--- src/hdl/assert_macros.svh ---
// assertion macros shared by the deque engine modules
`ifndef ASSERT_MACROS_SVH
`define ASSERT_MACROS_SVH

// property checked on every rising clock edge outside reset
`define ASSERT_CLK(lbl, prop, msg) \
  lbl: assert property (@(posedge clk_i) disable iff (!rst_ni) (prop)) else $error(msg);

// condition that must never be true outside reset
`define ASSERT_NEVER(lbl, cond, msg) \
  `ASSERT_CLK(lbl, !(cond), msg)

`endif

--- src/hdl/mqde_ptr_mem.sv ---
// per-queue head and count memory with valid bits standing in for the zero reset
`include "assert_macros.svh"

module mqde_ptr_mem #(
  parameter int NUM_QUEUES  = 16,
  parameter int QUEUE_DEPTH = 64,
  localparam int QidxW = (NUM_QUEUES > 1) ? $clog2(NUM_QUEUES) : 1,
  localparam int HeadW = $clog2(QUEUE_DEPTH),
  localparam int CntW  = $clog2(QUEUE_DEPTH + 1)
) (
  input  logic             clk_i,
  input  logic             rst_ni,
  input  logic             rd_en_i,
  input  logic [QidxW-1:0] rd_addr_i,
  output logic [HeadW-1:0] rd_head_o,
  output logic [CntW-1:0]  rd_cnt_o,
  input  logic             wr_en_i,
  input  logic [QidxW-1:0] wr_addr_i,
  input  logic [HeadW-1:0] wr_head_i,
  input  logic [CntW-1:0]  wr_cnt_i
);

  logic [HeadW+CntW-1:0] mem_q [NUM_QUEUES];
  logic [HeadW+CntW-1:0] rd_data_q;
  logic [NUM_QUEUES-1:0] vld_q;
  logic                  rd_vld_q;

  always_ff @(posedge clk_i) begin
    if (wr_en_i) begin
      mem_q[wr_addr_i] <= {wr_head_i, wr_cnt_i};
    end
    if (rd_en_i) begin
      rd_data_q <= mem_q[rd_addr_i];
    end
  end

  always_ff @(posedge clk_i or negedge rst_ni) begin
    if (!rst_ni) begin
      vld_q    <= '0;
      rd_vld_q <= 1'b0;
    end else begin
      if (wr_en_i) begin
        vld_q[wr_addr_i] <= 1'b1;
      end
      if (rd_en_i) begin
        rd_vld_q <= vld_q[rd_addr_i];
      end
    end
  end

  // an untouched queue reads as head zero, count zero
  assign rd_head_o = rd_vld_q ? rd_data_q[CntW +: HeadW] : '0;
  assign rd_cnt_o  = rd_vld_q ? rd_data_q[CntW-1:0] : '0;

  `ASSERT_CLK(a_cnt_in_range, wr_en_i |-> (wr_cnt_i <= CntW'(QUEUE_DEPTH)), "count above depth")
  `ASSERT_CLK(a_head_in_range, wr_en_i |-> (wr_head_i < HeadW'(QUEUE_DEPTH - 1) || wr_head_i == HeadW'(QUEUE_DEPTH - 1)), "head outside ring")
  `ASSERT_NEVER(a_wr_addr_range, wr_en_i && (32'(wr_addr_i) >= 32'(NUM_QUEUES)), "write to missing queue")

endmodule

--- config.mk ---
export PLATFORM = sky130hd
export DESIGN_NAME = mqde_ptr_mem
export DESIGN_NICKNAME = d
export VERILOG_FILES = /design/src/hdl/mqde_ptr_mem.sv
export VERILOG_INCLUDE_DIRS = /design/src /design/src/hdl
export SDC_FILE = /design/constraint.sdc
export NUM_CORES = 1
export LEC_CHECK = 0
export BUFFER_PORTS_ARGS = -buffer_cell sky130_fd_sc_hd__buf_2
export CAP_MARGIN = 20
export CORE_MARGIN = 4
export CORE_UTILIZATION = 30
export CTS_CLUSTER_DIAMETER = 200
export DETAILED_ROUTE_END_ITERATION = 8
export SLEW_MARGIN = 20
export SYNTH_ARGS = -nofsm -noshare
export SYNTH_HDL_FRONTEND = slang
export SYNTH_SLANG_ARGS = --single-unit
--- constraint.sdc ---
create_clock -name clk_i -period 2 [get_ports clk_i]
set_input_delay 0.2 -clock clk_i [delete_from_list [all_inputs] [get_ports clk_i]]
set_output_delay 0.2 -clock clk_i [all_outputs]
set_load 0.02 [all_outputs]
# Word level (Yosys, flattened, before mapping)
# Memories as Yosys holds them, arrays and structs flattened. A register that Yosys moved wholly into a read port is not among the register bits.
# Cells that the tools add are included.
# totals
ramBits	208
register_bits	17
n_memories	1
out_inout_bits	13
# memory_table
name	depth	width	read_ports	rd_ports_with_merged_regs	write_ports	line	source
mem_q	16	13	1	1	1	mqde_ptr_mem.sv:23	logic [HeadW+CntW-1:0] mem_q [NUM_QUEUES];
# classes
n_reduce_logical	1
bitwise	1
n_lt_le_gt_ge	3
n_mux	8
# op_table
cell	count
$or A16 B16 Y16	1
$lt A4 B5 Y1 const B	2
$mux W7	1
$mux W6	1
$bmux W1 S4	1
$demux W1 S4	1
$ge A4 B1 Y1 const B	1
$mux W1	4
$logic_and A1 B1 Y1	1

# Logic depth before layout (Yosys ltp)
# depth
ltp_word	5
depth_mapped	5

# Worst setup path after synthesis
# OpenSTA, ideal clock, no wires.
# synth_timing
path_type	input to register
startpoint	input wr_addr_i[2]
endpoint	memory mem_q[0][0] in the netlist's numbering (enable)
setup_ps	401
slack_ps	-75
arrival_ps	1674
n_path_buf	0
stages	2
path_cell_list	or3b_2 -> nor3_1
# synth_rtl
item	line	source
start, declared	mqde_ptr_mem.sv:18	input logic [QidxW-1:0] wr_addr_i,
end, declared	mqde_ptr_mem.sv:23	
# No word-level cell before the write port.

# Final worst setup path
# layout_timing
startpoint	register rd_vld_q
endpoint	output rd_cnt_o[2]
# layout_between
elab_chain_len	1
# layout_rtl
item	line	source
start, declared	mqde_ptr_mem.sv:26	logic rd_vld_q;
start signal, assigned	mqde_ptr_mem.sv:46	rd_vld_q <= vld_q[rd_addr_i];
$mux W7	mqde_ptr_mem.sv:53	assign rd_cnt_o = rd_vld_q ? rd_data_q[CntW-1:0] : '0;
end, declared	mqde_ptr_mem.sv:16	output logic [CntW-1:0] rd_cnt_o,
# No other way between the ends.

==> metrics.txt <==
multiplexer area fraction after synthesis 0.1852; max-cap violation count 0; library cell with the highest instance count after synthesis sky130_fd_sc_hd__edfxtp_1; Synth Area in XOR/XNOR 0; final critical delay including setup and external delays 1863 ps; P&R area growth vs syn 19.20%; Critical Path Max Stage Delay 730 ps; Gate Count Post-Synth 379; fraction of power spent switching nets 0.2000; total inserted antenna cells 0; type of origin of the critical path flip-flop; Core Region 29870 µm²; flip-flop cell with the highest count after synthesis sky130_fd_sc_hd__edfxtp_1; outcome complete, no violations; later-pin clock latency in the skew report 510 ps; number of post-CTS setup repair buffers 0; final HPWL from detailed placement 10940 µm; Detailed Routing Iterations Pass 1 4; initial cell density of the core 0.3067; leading cell types by total area after synthesis sky130_fd_sc_hd__edfxtp_1 72%, sky130_fd_sc_hd__mux4_2 10%, sky130_fd_sc_hd__mux4_1 7.7%; unrepaired setup endpoints after global routing false; smallest setup slack after layout 136.6 ps; clock root buffer sky130_fd_sc_hd__clkbuf_16; Fin Clk Skew 9.486 ps; NumNets Final 478; most numerous cell types in the synthesized netlist 221 x sky130_fd_sc_hd__edfxtp_1, 42 x sky130_fd_sc_hd__mux4_2, 27 x sky130_fd_sc_hd__mux4_1, 17 x sky130_fd_sc_hd__dfrtp_1, 16 x sky130_fd_sc_hd__or2_2; Compound-Gate Fraction of Synth Area 0; count of routing violations after the opening detailed-route iteration 316; simple-gate share of the synthesized area 0.03182; Port Buf Inserts 37; CTS tree built; ratio of cells with drive above 1 in the final layout 0.3453; switching power 2.257 mW; total length of routed wires 19510 µm; deepest clock path buffer count 3; Vias per Instance 4.780; number of clock sinks 238; logic gate share of total power 0.065; clock transition at the registers of the reported paths 60 ps; largest area contributor in the synthesized netlist sky130_fd_sc_hd__edfxtp_1; Total Negative Setup Slacks 0 ps; library cells used by synthesis 21; main combinational cell family by area after synthesis multiplexers; Netlist Area Pre-Place 9161 µm²; worst flop-to-flop path endpoint rd_data_q[2]$_DFFE_PP_; overall die height 182.8 µm; final number of setup-violating endpoints 0; critical-path maximum fanout 14; Final Max Slew Viols 0; non-filler cells, final 862; wire length per cell 22.63 µm; number of warnings printed during yosys synthesis 0; die width 182.8 µm; maximum number of pins on one net before global-route repair 34; ordered list of cells on the worst path and2_1 > buf_2; part of the total power dissipated in the clock network 0.429; CTS Buf Count 25; largest vdd supply drop 0.6347 mV; count of unresolved DRC violations after routing 0; Final ANT Viol Nets 0; Seq pwr share 0.506; post-synthesis net count 404; initial antenna violation count 1; share of Yosys cell area claimed by the top area cell type 0.7244; fraction of synthesis flops using an asynchronous set or reset pin 0.07143; kind of critical path flip-flop to primary output; arithmetic-cell share of the synthesized area counting full adders, half adders and majority gates 0; wire length of the first global-routing pass 29100 µm; highest attainable clock frequency 536.7 MHz; number of enable flip-flop cells after synthesis 221; Rows 63; average size of a mapped cell 24.17 µm²; Int Power 9.027 mW; detailed-route via count 4120; overflow left after global routing 0; I/O Pins 38; final RePlAce weighted congestion 0.7166; total routing resource utilization after global routing 0.1166; worst slew slack as a fraction of its limit 0.5829; CP required 1800 ps; count of final hold-check violations 0; final core area utilization 0.3655; sequential fraction of the synthesis area 0.7708; transition time of the tightest slew-check pin 625.6 ps; crit path to rd_cnt_o[2]; launch point of the worst reg-to-reg path mem_q[0][2]$_DFFE_PP_; setup slack of the most critical reg-to-reg path 370 ps; Reg2Reg Depth 2; Tightest Hold Check Type input port to flip-flop; area of the die 33400 µm²; post-placement setup slack 76.62 ps; share of the clock period used by the worst path 0.9317; register bit count reported by yosys 238; leakage dissipation 3.586 nW; slowest CP cell sky130_fd_sc_hd__dfrtp_1; number of global-route vias before repair 4427; pwr dens 1033 nW/µm²; kind of capture point of the worst setup path primary output; H-tree lvl count 1; crit path DAT 1660 ps; total placed cells including tap cells 815; start point of the critical path rd_vld_q$_DFFE_PN0P_
-- final cells by class --
cell class                      count  area, µm²
Clock buffer                       34      689.4
Clock inverter                     12      187.7
Fill cell                        2661      18950
Multi-Input combinational cell    125       2008
Sequential cell                   238       7062
Tap cell                          390      488.0
Timing Repair Buffer               63      485.5
-- worst min-delay path by stage --
| stage | startpoint | end | slack (ps) | cells after the start |
|---|---|---|---|---|
| floorplan | rst_ni | rd_vld_q$_DFFE_PN0P_ | -100 | 0 |
| global placement | rst_ni | vld_q[9]$_DFFE_PN0P_ | 130 | 1 |
| detailed placement | rst_ni | vld_q[12]$_DFFE_PN0P_ | 140 | 1 |
| CTS | wr_cnt_i[4] | mem_q[3][4]$_DFFE_PP_ | 40 | 1 |
| global route | wr_cnt_i[5] | mem_q[1][5]$_DFFE_PP_ | 50 | 1 |
| finish | wr_cnt_i[6] | mem_q[13][6]$_DFFE_PP_ | 60 | 1 |
-- placed cells by master (no fill, tap or decap) --
cell type,count
sky130_fd_sc_hd__dlygate4sd3_1,1
sky130_fd_sc_hd__mux2_2,1
sky130_fd_sc_hd__clkinv_2,2
sky130_fd_sc_hd__edfxtp_1,221
sky130_fd_sc_hd__buf_12,8
sky130_fd_sc_hd__clkbuf_1,6
sky130_fd_sc_hd__or2_2,16
sky130_fd_sc_hd__buf_4,18
sky130_fd_sc_hd__nand2_1,1
sky130_fd_sc_hd__bufinv_16,5
sky130_fd_sc_hd__clkbuf_8,3
sky130_fd_sc_hd__mux2i_1,3
sky130_fd_sc_hd__buf_2,36
sky130_fd_sc_hd__mux4_2,42
sky130_fd_sc_hd__clkbuf_16,25
sky130_fd_sc_hd__clkinvlp_4,1
sky130_fd_sc_hd__nand2b_1,2
sky130_fd_sc_hd__nor3_2,4
sky130_fd_sc_hd__dfrtp_1,17
sky130_fd_sc_hd__clkinv_1,3
sky130_fd_sc_hd__nor2_1,12
sky130_fd_sc_hd__inv_6,1
sky130_fd_sc_hd__mux4_1,27
sky130_fd_sc_hd__and2_1,13
sky130_fd_sc_hd__or3b_2,1
sky130_fd_sc_hd__nand3b_1,2
sky130_fd_sc_hd__nand3_1,1
-- power groups by stage --
stage,registers (mW),clock network (mW),logic (mW)
2_1_floorplan,5.76,0,0.475
3_3_place_gp,5.80,0,0.730
3_5_place_dp,5.82,0,0.751
4_1_cts,5.71,4.94,0.753
5_1_grt,5.72,5.19,0.798
6_report,5.71,4.84,0.734
-- layer usage --
layer | routed length, µm | up-vias | GRT usage
met4 | 348 | 2 | 0.02342
met2 | 9164 | 130 | 0.1833
met1 | 8710 | 2197 | 0.1711
met3 | 1274 | 28 | 0.02321
met5 | 13 | - | 0
li1 | - | 1763 | -
-- flip-flops by register name, summed over array words and instances, names as in the netlist --
name       count
mem_q        208
rd_data_q     13
rd_vld_q       1
vld_q         16
-- critical path, delay by kind of cell, from the launching register on --
kind,cells,cell delay [ps]
DFF,1,730
buffers and inverters,1,170
and+or+nand+nor,1,240
-- logic make-up (layout without fill, tap and decap cells) --
family / Yosys count / count (layout)
flops: 238 / 238
mux: 73 / 73
buf+inv: 16 / 109
simple gates: 52 / 52
-- timing repair --
item / CTS / global route
endpoints found under the hold margin: 17 / 0
hold buffers: 1 / 0
gates resized for setup: 0 / 0
setup endpoints to repair: 0 / 0
-- metrics by stage --
| stage | cell area (µm²) | power (mW) | hold WS [ps] |
|---|---|---|---|
| final | 10920 | 11.28 | 60.80 |
| after global routing | 10920 | 11.72 | 52.91 |
| after CTS | 10920 | 11.40 | 41.35 |
| after detailed placement | 10030 | 6.567 | 142.1 |
| after global placement | 10030 | 6.534 | 127.8 |
| after floorplan | 9166 | 6.237 | -95.59 |
(Power assumes the default switching activity.)
